==> src/rtl/bvm_pkg.sv <==
package bvm_pkg;

    // Averaging depth (power of two, 1..16)
    localparam int SAMPLES = 4;

    // Field widths
    localparam int SMP_W  = 12;
    localparam int REF_W  = 13;
    localparam int GAIN_W = 3;
    localparam int MV_W   = 15;
    localparam int TEN_W  = 8;
    localparam int CHG_W  = 8;

    localparam int ADC_FULL    = 4095;
    localparam int CHARGE_FULL = 200;
    localparam int TENTH_DIV   = 100;
    localparam int TENTH_MAX   = 255;

    // Accumulator and sample counter
    localparam int SUM_W  = $clog2(SAMPLES * ADC_FULL + 1);
    localparam int SCNT_W = (SAMPLES > 1) ? $clog2(SAMPLES) : 1;

    // Scaling product: raw * ref_mv * gain
    localparam int PROD1_W = SMP_W + REF_W;
    localparam int PROD_W  = PROD1_W + GAIN_W;
    // Charge product: (mv - empty) * 200
    localparam int CHGP_W  = MV_W + CHG_W;

    // Division of the scaling product by 4095: multiply by the rounded-up
    // reciprocal and drop MV_SHIFT bits, exact for every PROD_W-bit product
    localparam int MV_SHIFT = PROD_W + $clog2(ADC_FULL);
    localparam int MVP_W    = 2 * PROD_W + 1;
    localparam int MVQ_W    = MVP_W - MV_SHIFT;
    localparam logic [PROD_W:0] MV_RECIP =
        (PROD_W + 1)'(((64'd1 << MV_SHIFT) + 64'(ADC_FULL - 1)) / 64'(ADC_FULL));

    // Division of the reported voltage by 100, same scheme
    localparam int TEN_SHIFT = MV_W + $clog2(TENTH_DIV);
    localparam int TENP_W    = 2 * MV_W + 1;
    localparam int TENQ_W    = TENP_W - TEN_SHIFT;
    localparam logic [MV_W:0] TEN_RECIP =
        (MV_W + 1)'(((64'd1 << TEN_SHIFT) + 64'(TENTH_DIV - 1)) / 64'(TENTH_DIV));

    // Serial divider, used for the charge interpolation only
    localparam int DIV_W  = CHGP_W;
    localparam int DVS_W  = MV_W;
    localparam int DCNT_W = $clog2(DIV_W + 1);

    // Stream widths
    localparam int IN_TDATA_W  = ((SMP_W + 7) / 8) * 8;
    localparam int OUT_FIELD_W = SMP_W + MV_W + TEN_W + CHG_W;
    localparam int OUT_TDATA_W = ((OUT_FIELD_W + 7) / 8) * 8;

    // Configuration port
    localparam int CFG_ADDR_W = 3;
    localparam int CFG_DATA_W = 15;

    // Reset values
    localparam logic [REF_W-1:0]  RST_REF_MV  = REF_W'(1250);
    localparam logic [GAIN_W-1:0] RST_GAIN    = GAIN_W'(4);
    localparam logic [MV_W-1:0]   RST_MIN_MV  = MV_W'(1200);
    localparam logic [MV_W-1:0]   RST_MAX_MV  = MV_W'(3600);
    localparam logic [MV_W-1:0]   RST_FULL_MV = MV_W'(3200);
    localparam logic [MV_W-1:0]   RST_EMPTY_MV = MV_W'(1800);
    localparam logic [MV_W-1:0]   RST_HELD_MV = MV_W'(3000);

    typedef enum logic [CFG_ADDR_W-1:0] {
        REG_ENABLE   = 3'd0,
        REG_REF_MV   = 3'd1,
        REG_GAIN     = 3'd2,
        REG_MIN_MV   = 3'd3,
        REG_MAX_MV   = 3'd4,
        REG_FULL_MV  = 3'd5,
        REG_EMPTY_MV = 3'd6
    } t_cfg_reg;

    typedef enum logic [3:0] {
        CMD_NONE,
        CMD_ACC,
        CMD_ACC_LAST,
        CMD_HOLD,
        CMD_MUL1,
        CMD_MUL2,
        CMD_MV_SCALE,
        CMD_MV_CHECK,
        CMD_TEN,
        CMD_CHG_DIV,
        CMD_CHG_DONE,
        CMD_LOAD_OUT
    } t_cmd;

    typedef struct packed {
        logic enable;
        logic last_sample;
        logic div_done;
        logic chg_clamp;
        logic out_free;
    } t_status;

endpackage

==> src/rtl/bvm_div.sv <==
module bvm_div
    import bvm_pkg::*;
(
    input  logic              i_clk,
    input  logic              i_rst_n,
    input  logic              i_start,
    input  logic [DIV_W-1:0]  i_dividend,   // left-aligned
    input  logic [DVS_W-1:0]  i_divisor,
    input  logic [DCNT_W-1:0] i_steps,
    output logic              o_busy,
    output logic              o_done,
    output logic [DIV_W-1:0]  o_quo
);

    logic [DIV_W-1:0]  r_quo;
    logic [DVS_W-1:0]  r_rem;
    logic [DVS_W-1:0]  r_dvs;
    logic [DCNT_W-1:0] r_cnt;
    logic              r_busy;
    logic              r_done;

    logic [DVS_W:0]    rem_sh;
    logic              fits;
    logic [DVS_W:0]    rem_nx;

    // One restoring step per cycle
    always_comb begin
        rem_sh = {r_rem, r_quo[DIV_W-1]};
        fits   = (rem_sh >= {1'b0, r_dvs});
        rem_nx = fits ? (rem_sh - {1'b0, r_dvs}) : rem_sh;
    end

    always_ff @(posedge i_clk) begin
        if (!i_rst_n) begin
            r_busy <= 1'b0;
            r_done <= 1'b0;
            r_cnt  <= '0;
        end else begin
            r_done <= 1'b0;
            if (i_start) begin
                r_busy <= 1'b1;
                r_cnt  <= i_steps;
            end else if (r_busy) begin
                r_cnt <= r_cnt - DCNT_W'(1);
                if (r_cnt == DCNT_W'(1)) begin
                    r_busy <= 1'b0;
                    r_done <= 1'b1;
                end
            end
        end
    end

    always_ff @(posedge i_clk) begin
        if (i_start) begin
            r_quo <= i_dividend;
            r_rem <= '0;
            r_dvs <= i_divisor;
        end else if (r_busy) begin
            r_quo <= {r_quo[DIV_W-2:0], fits};
            r_rem <= rem_nx[DVS_W-1:0];
        end
    end

    assign o_busy = r_busy;
    assign o_done = r_done;
    assign o_quo  = r_quo;

    a_done_after_busy: assert property (@(posedge i_clk) disable iff (!i_rst_n)
        r_done |-> $past(r_busy))
        else $error("divider done without a preceding step");

endmodule

==> src/rtl/bvm_datapath.sv <==
module bvm_datapath
    import bvm_pkg::*;
(
    input  logic                   i_clk,
    input  logic                   i_rst_n,
    input  t_cmd                   i_cmd,
    output t_status                o_status,
    input  logic [SMP_W-1:0]       i_sample,
    input  logic                   i_cfg_we,
    input  logic [CFG_ADDR_W-1:0]  i_cfg_addr,
    input  logic [CFG_DATA_W-1:0]  i_cfg_wdata,
    input  logic                   i_m_tready,
    output logic                   o_m_tvalid,
    output logic [OUT_TDATA_W-1:0] o_m_tdata,
    output logic                   o_m_tuser
);

    // Configuration
    logic              r_enable;
    logic [REF_W-1:0]  r_ref_mv;
    logic [GAIN_W-1:0] r_gain;
    logic [MV_W-1:0]   r_min_mv;
    logic [MV_W-1:0]   r_max_mv;
    logic [MV_W-1:0]   r_full_mv;
    logic [MV_W-1:0]   r_empty_mv;

    // Measurement state
    logic [SUM_W-1:0]  r_sum;
    logic [SCNT_W-1:0] r_count;
    logic [MV_W-1:0]   r_held_mv;
    logic [SMP_W-1:0]  r_last_raw;

    // Working registers
    logic [PROD_W-1:0] r_prod;
    logic [MVQ_W-1:0]  r_mv_q;
    logic [MV_W-1:0]   r_rep_mv;
    logic              r_rep_valid;
    logic [TEN_W-1:0]  r_tenths;
    logic [CHG_W-1:0]  r_charge;

    // Output register
    logic                   r_out_valid;
    logic [OUT_TDATA_W-1:0] r_out_data;
    logic                   r_out_user;

    logic [SUM_W-1:0]   sum_add;
    logic [SUM_W-1:0]   avg;
    logic [PROD1_W-1:0] prod1;
    logic [PROD_W-1:0]  prod2;
    logic [MVP_W-1:0]   mv_scaled;
    logic [TENP_W-1:0]  ten_scaled;
    logic [TENQ_W-1:0]  ten_q;
    logic [MV_W-1:0]    chg_diff;
    logic [CHGP_W-1:0]  chg_prod;
    logic               ge_full;
    logic               le_empty;
    logic               in_range;

    logic              div_start;
    logic [DIV_W-1:0]  div_dividend;
    logic [DVS_W-1:0]  div_divisor;
    logic [DCNT_W-1:0] div_steps;
    logic              div_busy;
    logic              div_done;
    logic [DIV_W-1:0]  div_quo;

    always_comb begin
        sum_add    = r_sum + SUM_W'(i_sample);
        avg        = sum_add / SUM_W'(SAMPLES);
        prod1      = PROD1_W'(r_last_raw) * PROD1_W'(r_ref_mv);
        prod2      = PROD_W'(r_prod[PROD1_W-1:0]) * PROD_W'(r_gain);
        // Reciprocal multiplications stand in for the divisions by 4095 and 100
        mv_scaled  = MVP_W'(r_prod) * MVP_W'(MV_RECIP);
        ten_scaled = TENP_W'(r_rep_mv) * TENP_W'(TEN_RECIP);
        ten_q      = ten_scaled[TENP_W-1:TEN_SHIFT];
        chg_diff   = r_rep_mv - r_empty_mv;
        chg_prod   = CHGP_W'(chg_diff) * CHGP_W'(CHARGE_FULL);
        ge_full    = (r_rep_mv >= r_full_mv);
        le_empty   = (r_rep_mv <= r_empty_mv);
        in_range   = (r_mv_q >= MVQ_W'(r_min_mv)) && (r_mv_q <= MVQ_W'(r_max_mv));
    end

    // Divider operands: charge interpolation
    always_comb begin
        div_start    = (i_cmd == CMD_CHG_DIV);
        div_dividend = r_prod[CHGP_W-1:0];
        div_divisor  = r_full_mv - r_empty_mv;
        div_steps    = DCNT_W'(CHGP_W);
    end

    bvm_div u_div (
        .i_clk      (i_clk),
        .i_rst_n    (i_rst_n),
        .i_start    (div_start),
        .i_dividend (div_dividend),
        .i_divisor  (div_divisor),
        .i_steps    (div_steps),
        .o_busy     (div_busy),
        .o_done     (div_done),
        .o_quo      (div_quo)
    );

    // Configuration registers
    always_ff @(posedge i_clk) begin
        if (!i_rst_n) begin
            r_enable   <= 1'b0;
            r_ref_mv   <= RST_REF_MV;
            r_gain     <= RST_GAIN;
            r_min_mv   <= RST_MIN_MV;
            r_max_mv   <= RST_MAX_MV;
            r_full_mv  <= RST_FULL_MV;
            r_empty_mv <= RST_EMPTY_MV;
        end else if (i_cfg_we) begin
            unique case (i_cfg_addr)
                REG_ENABLE:   r_enable   <= i_cfg_wdata[0];
                REG_REF_MV:   r_ref_mv   <= i_cfg_wdata[REF_W-1:0];
                REG_GAIN:     r_gain     <= i_cfg_wdata[GAIN_W-1:0];
                REG_MIN_MV:   r_min_mv   <= i_cfg_wdata[MV_W-1:0];
                REG_MAX_MV:   r_max_mv   <= i_cfg_wdata[MV_W-1:0];
                REG_FULL_MV:  r_full_mv  <= i_cfg_wdata[MV_W-1:0];
                REG_EMPTY_MV: r_empty_mv <= i_cfg_wdata[MV_W-1:0];
                default: ;
            endcase
        end
    end

    // Accumulator, held value and last average
    always_ff @(posedge i_clk) begin
        if (!i_rst_n) begin
            r_sum      <= '0;
            r_count    <= '0;
            r_held_mv  <= RST_HELD_MV;
            r_last_raw <= '0;
        end else begin
            unique case (i_cmd)
                CMD_ACC: begin
                    r_sum   <= sum_add;
                    r_count <= r_count + SCNT_W'(1);
                end
                CMD_ACC_LAST: begin
                    r_sum      <= '0;
                    r_count    <= '0;
                    r_last_raw <= avg[SMP_W-1:0];
                end
                CMD_MV_CHECK: begin
                    if (in_range) r_held_mv <= r_mv_q[MV_W-1:0];
                end
                default: ;
            endcase
        end
    end

    // Working registers
    always_ff @(posedge i_clk) begin
        unique case (i_cmd)
            CMD_HOLD: begin
                r_rep_mv    <= r_held_mv;
                r_rep_valid <= 1'b0;
            end
            CMD_MUL1:     r_prod <= PROD_W'(prod1);
            CMD_MUL2:     r_prod <= prod2;
            CMD_MV_SCALE: r_mv_q <= mv_scaled[MVP_W-1:MV_SHIFT];
            CMD_MV_CHECK: begin
                r_rep_mv    <= in_range ? r_mv_q[MV_W-1:0] : r_held_mv;
                r_rep_valid <= in_range;
            end
            CMD_TEN: begin
                r_tenths <= (ten_q > TENQ_W'(TENTH_MAX)) ? TEN_W'(TENTH_MAX)
                                                         : ten_q[TEN_W-1:0];
                r_charge <= ge_full ? CHG_W'(CHARGE_FULL) : '0;
                r_prod   <= PROD_W'(chg_prod);
            end
            CMD_CHG_DONE: r_charge <= div_quo[CHG_W-1:0];
            default: ;
        endcase
    end

    // Output register
    always_ff @(posedge i_clk) begin
        if (!i_rst_n) begin
            r_out_valid <= 1'b0;
        end else if (i_cmd == CMD_LOAD_OUT) begin
            r_out_valid <= 1'b1;
        end else if (i_m_tready) begin
            r_out_valid <= 1'b0;
        end
    end

    always_ff @(posedge i_clk) begin
        if (i_cmd == CMD_LOAD_OUT) begin
            r_out_data <= OUT_TDATA_W'({r_charge, r_tenths, r_rep_mv, r_last_raw});
            r_out_user <= r_rep_valid;
        end
    end

    always_comb begin
        o_status.enable      = r_enable;
        o_status.last_sample = (r_count == SCNT_W'(SAMPLES - 1));
        o_status.div_done    = div_done;
        o_status.chg_clamp   = ge_full || le_empty;
        o_status.out_free    = !r_out_valid || i_m_tready;
    end

    assign o_m_tvalid = r_out_valid;
    assign o_m_tdata  = r_out_data;
    assign o_m_tuser  = r_out_user;

    a_div_free_on_start: assert property (@(posedge i_clk) disable iff (!i_rst_n)
        div_start |-> !div_busy)
        else $error("divider started while busy");

    a_count_bound: assert property (@(posedge i_clk) disable iff (!i_rst_n)
        r_count <= SCNT_W'(SAMPLES - 1))
        else $error("sample count beyond averaging depth");

    a_load_shows: assert property (@(posedge i_clk) disable iff (!i_rst_n)
        (i_cmd == CMD_LOAD_OUT) |=> r_out_valid)
        else $error("loaded report not presented");

endmodule

==> src/rtl/bvm_ctrl.sv <==
module bvm_ctrl
    import bvm_pkg::*;
(
    input  logic    i_clk,
    input  logic    i_rst_n,
    input  logic    i_s_tvalid,
    output logic    o_s_tready,
    input  t_status i_status,
    output t_cmd    o_cmd
);

    typedef enum logic [3:0] {
        S_IDLE,
        S_MUL1,
        S_MUL2,
        S_SCALE,
        S_CHECK,
        S_TEN,
        S_CHG_START,
        S_CHG_WAIT,
        S_OUT
    } t_state;

    t_state r_state;
    t_state n_state;

    always_comb begin
        n_state = r_state;
        o_cmd   = CMD_NONE;
        unique case (r_state)
            S_IDLE: begin
                if (i_s_tvalid) begin
                    priority if (!i_status.enable) begin
                        o_cmd   = CMD_HOLD;
                        n_state = S_TEN;
                    end else if (i_status.last_sample) begin
                        o_cmd   = CMD_ACC_LAST;
                        n_state = S_MUL1;
                    end else begin
                        o_cmd   = CMD_ACC;
                    end
                end
            end
            S_MUL1: begin
                o_cmd   = CMD_MUL1;
                n_state = S_MUL2;
            end
            S_MUL2: begin
                o_cmd   = CMD_MUL2;
                n_state = S_SCALE;
            end
            S_SCALE: begin
                o_cmd   = CMD_MV_SCALE;
                n_state = S_CHECK;
            end
            S_CHECK: begin
                o_cmd   = CMD_MV_CHECK;
                n_state = S_TEN;
            end
            S_TEN: begin
                o_cmd   = CMD_TEN;
                n_state = i_status.chg_clamp ? S_OUT : S_CHG_START;
            end
            S_CHG_START: begin
                o_cmd   = CMD_CHG_DIV;
                n_state = S_CHG_WAIT;
            end
            S_CHG_WAIT: begin
                if (i_status.div_done) begin
                    o_cmd   = CMD_CHG_DONE;
                    n_state = S_OUT;
                end
            end
            S_OUT: begin
                if (i_status.out_free) begin
                    o_cmd   = CMD_LOAD_OUT;
                    n_state = S_IDLE;
                end
            end
            default: begin
                n_state = S_IDLE;
            end
        endcase
    end

    always_ff @(posedge i_clk) begin
        if (!i_rst_n) begin
            r_state <= S_IDLE;
        end else begin
            r_state <= n_state;
        end
    end

    assign o_s_tready = (r_state == S_IDLE);

endmodule

==> src/rtl/battery_voltage_monitor_top.sv <==
// Supply voltage monitor.
//
// Slave stream: one 12-bit converter sample per item. Master stream: one
// report item carrying raw average, millivolts, 100 mV units and a 0..200
// half-percent charge figure; tuser flags a fresh in-range reading.
// Configuration: plain write port (enable, index, data); the user must write
// it only while the block is idle. The block itself does not enforce this.
//
// Enabled, an item that is not the last of an averaging run is accepted
// without leaving the idle state and gives no report, so such items go
// back to back. The last of a run takes the two multiplications (by the
// reference and by the gain), a reciprocal multiply for the scaling by 4095,
// the limit check, the tenths step, then the charge interpolation on the
// restoring divider (a setup step, 23 quotient bits, a result step); when
// the charge is clamped the report follows the tenths step directly.
// Disabled, an item reports the held value, entering at the tenths step.
// One item is in flight at a time; the next is taken the cycle after its report is loaded.
// Reset clears the accumulator, sets the held value to 3000 mV and loads
// the register defaults. A stalled receiver holds the report in the output
// register; the next item is still accepted and waits only at its own end.
module battery_voltage_monitor_top
    import bvm_pkg::*;
(
    input  logic                   i_clk,
    input  logic                   i_rst_n,
    // Slave stream
    input  logic                   i_s_axis_tvalid,
    output logic                   o_s_axis_tready,
    input  logic [IN_TDATA_W-1:0]  i_s_axis_tdata,   // [11:0] sample
    // Master stream
    output logic                   o_m_axis_tvalid,
    input  logic                   i_m_axis_tready,
    // [11:0] raw_average, [26:12] reading_mv, [34:27] voltage_tenths,
    // [42:35] charge_half_pct
    output logic [OUT_TDATA_W-1:0] o_m_axis_tdata,
    output logic                   o_m_axis_tuser,   // valid_res
    // Configuration write port
    input  logic                   i_cfg_we,
    input  logic [CFG_ADDR_W-1:0]  i_cfg_addr,
    input  logic [CFG_DATA_W-1:0]  i_cfg_wdata
);

    t_cmd    cmd;
    t_status status;

    // Sequence one item at a time through the datapath
    bvm_ctrl u_ctrl (
        .i_clk      (i_clk),
        .i_rst_n    (i_rst_n),
        .i_s_tvalid (i_s_axis_tvalid),
        .o_s_tready (o_s_axis_tready),
        .i_status   (status),
        .o_cmd      (cmd)
    );

    // Hold configuration, accumulator, divider and output register
    bvm_datapath u_datapath (
        .i_clk       (i_clk),
        .i_rst_n     (i_rst_n),
        .i_cmd       (cmd),
        .o_status    (status),
        .i_sample    (i_s_axis_tdata[SMP_W-1:0]),
        .i_cfg_we    (i_cfg_we),
        .i_cfg_addr  (i_cfg_addr),
        .i_cfg_wdata (i_cfg_wdata),
        .i_m_tready  (i_m_axis_tready),
        .o_m_tvalid  (o_m_axis_tvalid),
        .o_m_tdata   (o_m_axis_tdata),
        .o_m_tuser   (o_m_axis_tuser)
    );

endmodule
==> config.mk <==
export PLATFORM = sky130hd
export DESIGN_NAME = battery_voltage_monitor_top
export DESIGN_NICKNAME = d
export VERILOG_FILES = /design/src/rtl/bvm_pkg.sv /design/src/rtl/bvm_div.sv /design/src/rtl/bvm_datapath.sv /design/src/rtl/bvm_ctrl.sv /design/src/rtl/battery_voltage_monitor_top.sv
export SDC_FILE = /design/constraint.sdc
export NUM_CORES = 2
export LEC_CHECK = 0
export BUFFER_PORTS_ARGS = -buffer_cell sky130_fd_sc_hd__buf_2
export CAP_MARGIN = 5
export CORE_MARGIN = 3
export CORE_UTILIZATION = 30
export DETAILED_ROUTE_END_ITERATION = 12
export REMOVE_ABC_BUFFERS = 1
export SLEW_MARGIN = 20
export SYNTH_ARGS = -nofsm -noshare
export SYNTH_HDL_FRONTEND = slang
export SYNTH_HIERARCHICAL = 1
export SYNTH_SLANG_ARGS = --single-unit
==> constraint.sdc <==
create_clock -name i_clk -period 5.73 [get_ports i_clk]
set_input_delay 0.2865 -clock i_clk [delete_from_list [all_inputs] [get_ports i_clk]]
set_output_delay 0.2865 -clock i_clk [all_outputs]
set_load 0.02 [all_outputs]
==> flow_summary.json <==
{
  "yosys_warnings": 6,
  "required_ns": 6.05,
  "hp-class": "in -> reg",
  "synth_area_per_cell_um2": 9.21,
  "areaGrowthSynthToFinish_pct": 13.6,
  "power.leakage_nw": 16.2,
  "dr.pass1.iters": 5,
  "end_kind": "flip-flop",
  "dieHeight_um": 326,
  "layout_common_cells": "inv_1, ha_1, nand2_1, fa_1, a21oi_1",
  "cts_max_level": 2,
  "critPathKind": "reg -> reg",
  "syn_inst": 3329,
  "cts_root_buf": "clkbuf_16",
  "setup_viol": 0,
  "initial_core_util": 0.304,
  "period_share": 0.969,
  "min_period_ns": 5.55,
  "syn_area_um2": 30700,
  "ys_ff_latch": 306,
  "rrSetupSlack_ns": 0.18,
  "r2r.worst_path.cells": 20,
  "cp.arrival_ns": 5.87,
  "synth_edf_count": 159,
  "die_w_um": 326,
  "place.gp.congestion": 0.891,
  "cts_tree": "built",
  "drv_cap": 0,
  "finClkSkew_ns": 0.0288,
  "cts_buffer_depth": 3,
  "drive_above_1_share": 0.106,
  "worst_slew_pin_slew_ns": 1.06,
  "track_usage": 0.154,
  "slew_headroom": 0.288,
  "utilization": 0.346,
  "grt_start_max_net_pins": 59,
  "synthArstFlopShare": 0,
  "synth_flop_cell": "edfxtp_1",
  "portBuffers": 80,
  "clk_latency_ns": 0.59,
  "crit_path_start_kind": "flip-flop",
  "worst-path-max-fanout": 4,
  "grt_pass1_vias": 23700,
  "wl_per_cell_um": 16.7,
  "rows": 116,
  "rsz0062_at_grt": "no",
  "drt_iter0_markers": 1576,
  "ioPinCount": 90,
  "grt_overflow_total": 0,
  "nets": 4260,
  "vdd_drop_max_v": 0.000568,
  "core-area_um2": 101000,
  "ant_nets": 0,
  "finalHoldViolations": 0,
  "synth_cell_types": 83,
  "grt_first_pass_wirelength_um": 131000,
  "cts.sinks": 306,
  "fmax_mhz": 180,
  "status": "finished clean",
  "cts.clk_slew.worst_paths_ns": 0.06,
  "reg2reg_to": "u_datapath/r_prod[15]$_DFFE_PP_",
  "crit_start": "u_datapath/r_rep_mv[1]$_DFFE_PP_",
  "grt_antenna_before_repair": 2,
  "yosysSeqAreaShare": 0.252,
  "numCtsBuffers": 38,
  "layout_commonest_cell": "inv_1",
  "die_area_um2": 106000,
  "r2r-start": "u_datapath/r_rep_mv[1]$_DFFE_PP_",
  "drc_errors": 0,
  "crit_end": "u_datapath/r_prod[15]$_DFFE_PP_",
  "drt_wl_total_um": 81600,
  "fin_setup_tns_ns": 0,
  "vias": 23600,
  "vias_per_cell": 4.83,
  "dpl.hpwl_um": 65100,
  "slew_viol_final": 0,
  "powerDensity_nw_per_um2": 554
}
==> final cells by class <==
class	count	area [um^2]
clock buffer	51	1080
timing repair buffer	205	1360
inverter	546	2050
fill	10400	65900
clock inverter	19	262
antenna	2	5.00
tap	1357	1700
multi-input combinational	2390	20700
sequential	306	7730
==> sequential cells by signal, summed over array words and instances, names as in the netlist, 12 cells and up <==
signal and count:
u_datapath/r_prod 28, u_datapath/r_held_mv 15, u_datapath/u_div/r_rem 15, u_datapath/r_rep_mv 15, u_datapath/r_last_raw 12, u_datapath/u_div/o_quo 23, u_datapath/r_sum 14, u_datapath/r_ref_mv 13
u_datapath/r_min_mv 15, u_datapath/r_full_mv 15, u_datapath/r_empty_mv 15, u_datapath/o_m_tdata 43, u_datapath/r_mv_q 17, u_datapath/u_div/r_dvs 15, u_datapath/r_max_mv 15
==> cells by family after synthesis <==
logic type / after synthesis / share of synthesized area
AOI/OAI and AO/OA: 593 / 0.125
other: 2 / 0.000245
adders and majority gates: 734 / 0.357
xor gates and xnor gates: 116 / 0.0331
and+or+nand+nor: 884 / 0.132
muxes: 53 / 0.0201
DFF: 306 / 0.252
buffers and inverters: 641 / 0.0809
==> critical path, cell delays in order, from the launching register on <==
cell      delay [ns]
edfxtp_1        0.50
buf_4           0.21
ha_1            0.29
nor2b_1         0.14
o21ai_0         0.14
nand2b_1        0.11
xor2_1          0.50
ha_1            0.34
ha_1            0.27
inv_1           0.05
fa_1            0.53
inv_1           0.04
ha_1            0.33
nor2b_1         0.15
o21a_1          0.18
o21ai_1         0.33
a21oi_1         0.16
a21oi_1         0.19
xor2_1          0.35
o22ai_1         0.21
a31o_2          0.26
==> Yosys cell counts (all sizes together), types with 21 or more instances <==
cell type  instances  area (um^2)
inv              546         2050
nand2            426         1600
a21o              54          408
nor3              40          211
clkbuf            74          279
a211oi            24          185
buf               21          154
o211ai            33          248
and2              82          513
o21ai             90          450
dfxtp            147         2940
nor2b             24          150
nand3             50          250
a21oi            213         1080
fa               234         4680
mux2              38          465
nand2b            33          214
xnor2             78          683
nand4             27          169
ha               500         6260
o21a              21          158
xor2              38          333
nor2             137          514
edfxtp           159         4770
==> worst min-delay path by stage <==
stage	startpoint	end	slack, ns	cells after the start
floorplan	i_rst_n	u_datapath/r_gain[2]$_SDFFE_PN1P_	0.35	1
global placement	u_datapath/r_tenths[5]$_SDFFCE_PN1P_	u_datapath/o_m_tdata[32]$_DFFE_PP_	0.40	0
detailed placement	u_datapath/r_charge[4]$_SDFFCE_PN0P_	u_datapath/o_m_tdata[39]$_DFFE_PP_	0.41	0
CTS	i_cfg_wdata[12]	u_datapath/r_full_mv[12]$_SDFFE_PN0P_	0.004	3
global route	i_cfg_wdata[11]	u_datapath/r_min_mv[11]$_SDFFE_PN0P_	0.03	3
finish	i_cfg_wdata[11]	u_datapath/r_empty_mv[11]$_SDFFE_PN0P_	0.05	3
==> report_power, final <==
group / switching (W) / internal, W
clock: 0.00108 / 0.00150
combinational: 0.00781 / 0.00555
sequential: 0.000498 / 0.00288
==> metrics by stage <==
stage	cell area [um^2]	std cells	hold slack, ns	power, W	setup slack, ns
floorplan	30300	3242	0.348	0.0128	0.366
global placement	33200	4788	0.404	0.0163	0.0371
detailed placement	33200	4788	0.405	0.0165	0.0401
CTS	34600	4860	0.00409	0.0192	0.0129
global route	34800	4875	0.0315	0.0215	0.00197
finish	34900	4876	0.0507	0.0193	0.176
==> layer usage <==
metal | vias up | track usage | wire length [um]
met5 | - | 0 | 0
met4 | 0 | 0.0461 | 2610
met3 | 125 | 0.0223 | 4080
met2 | 502 | 0.257 | 38000
met1 | 11400 | 0.206 | 36900
li1 | 11500 | - | -
==> repair_timing <==
action,in CTS,in global routing
gates resized for setup,1,33
hold buffers,2,0
setup buffers,0,14
endpoints found under the setup margin,1,17
hold endpoints to repair,4,0
pin swaps,0,7
(Power assumes the default switching activity.)
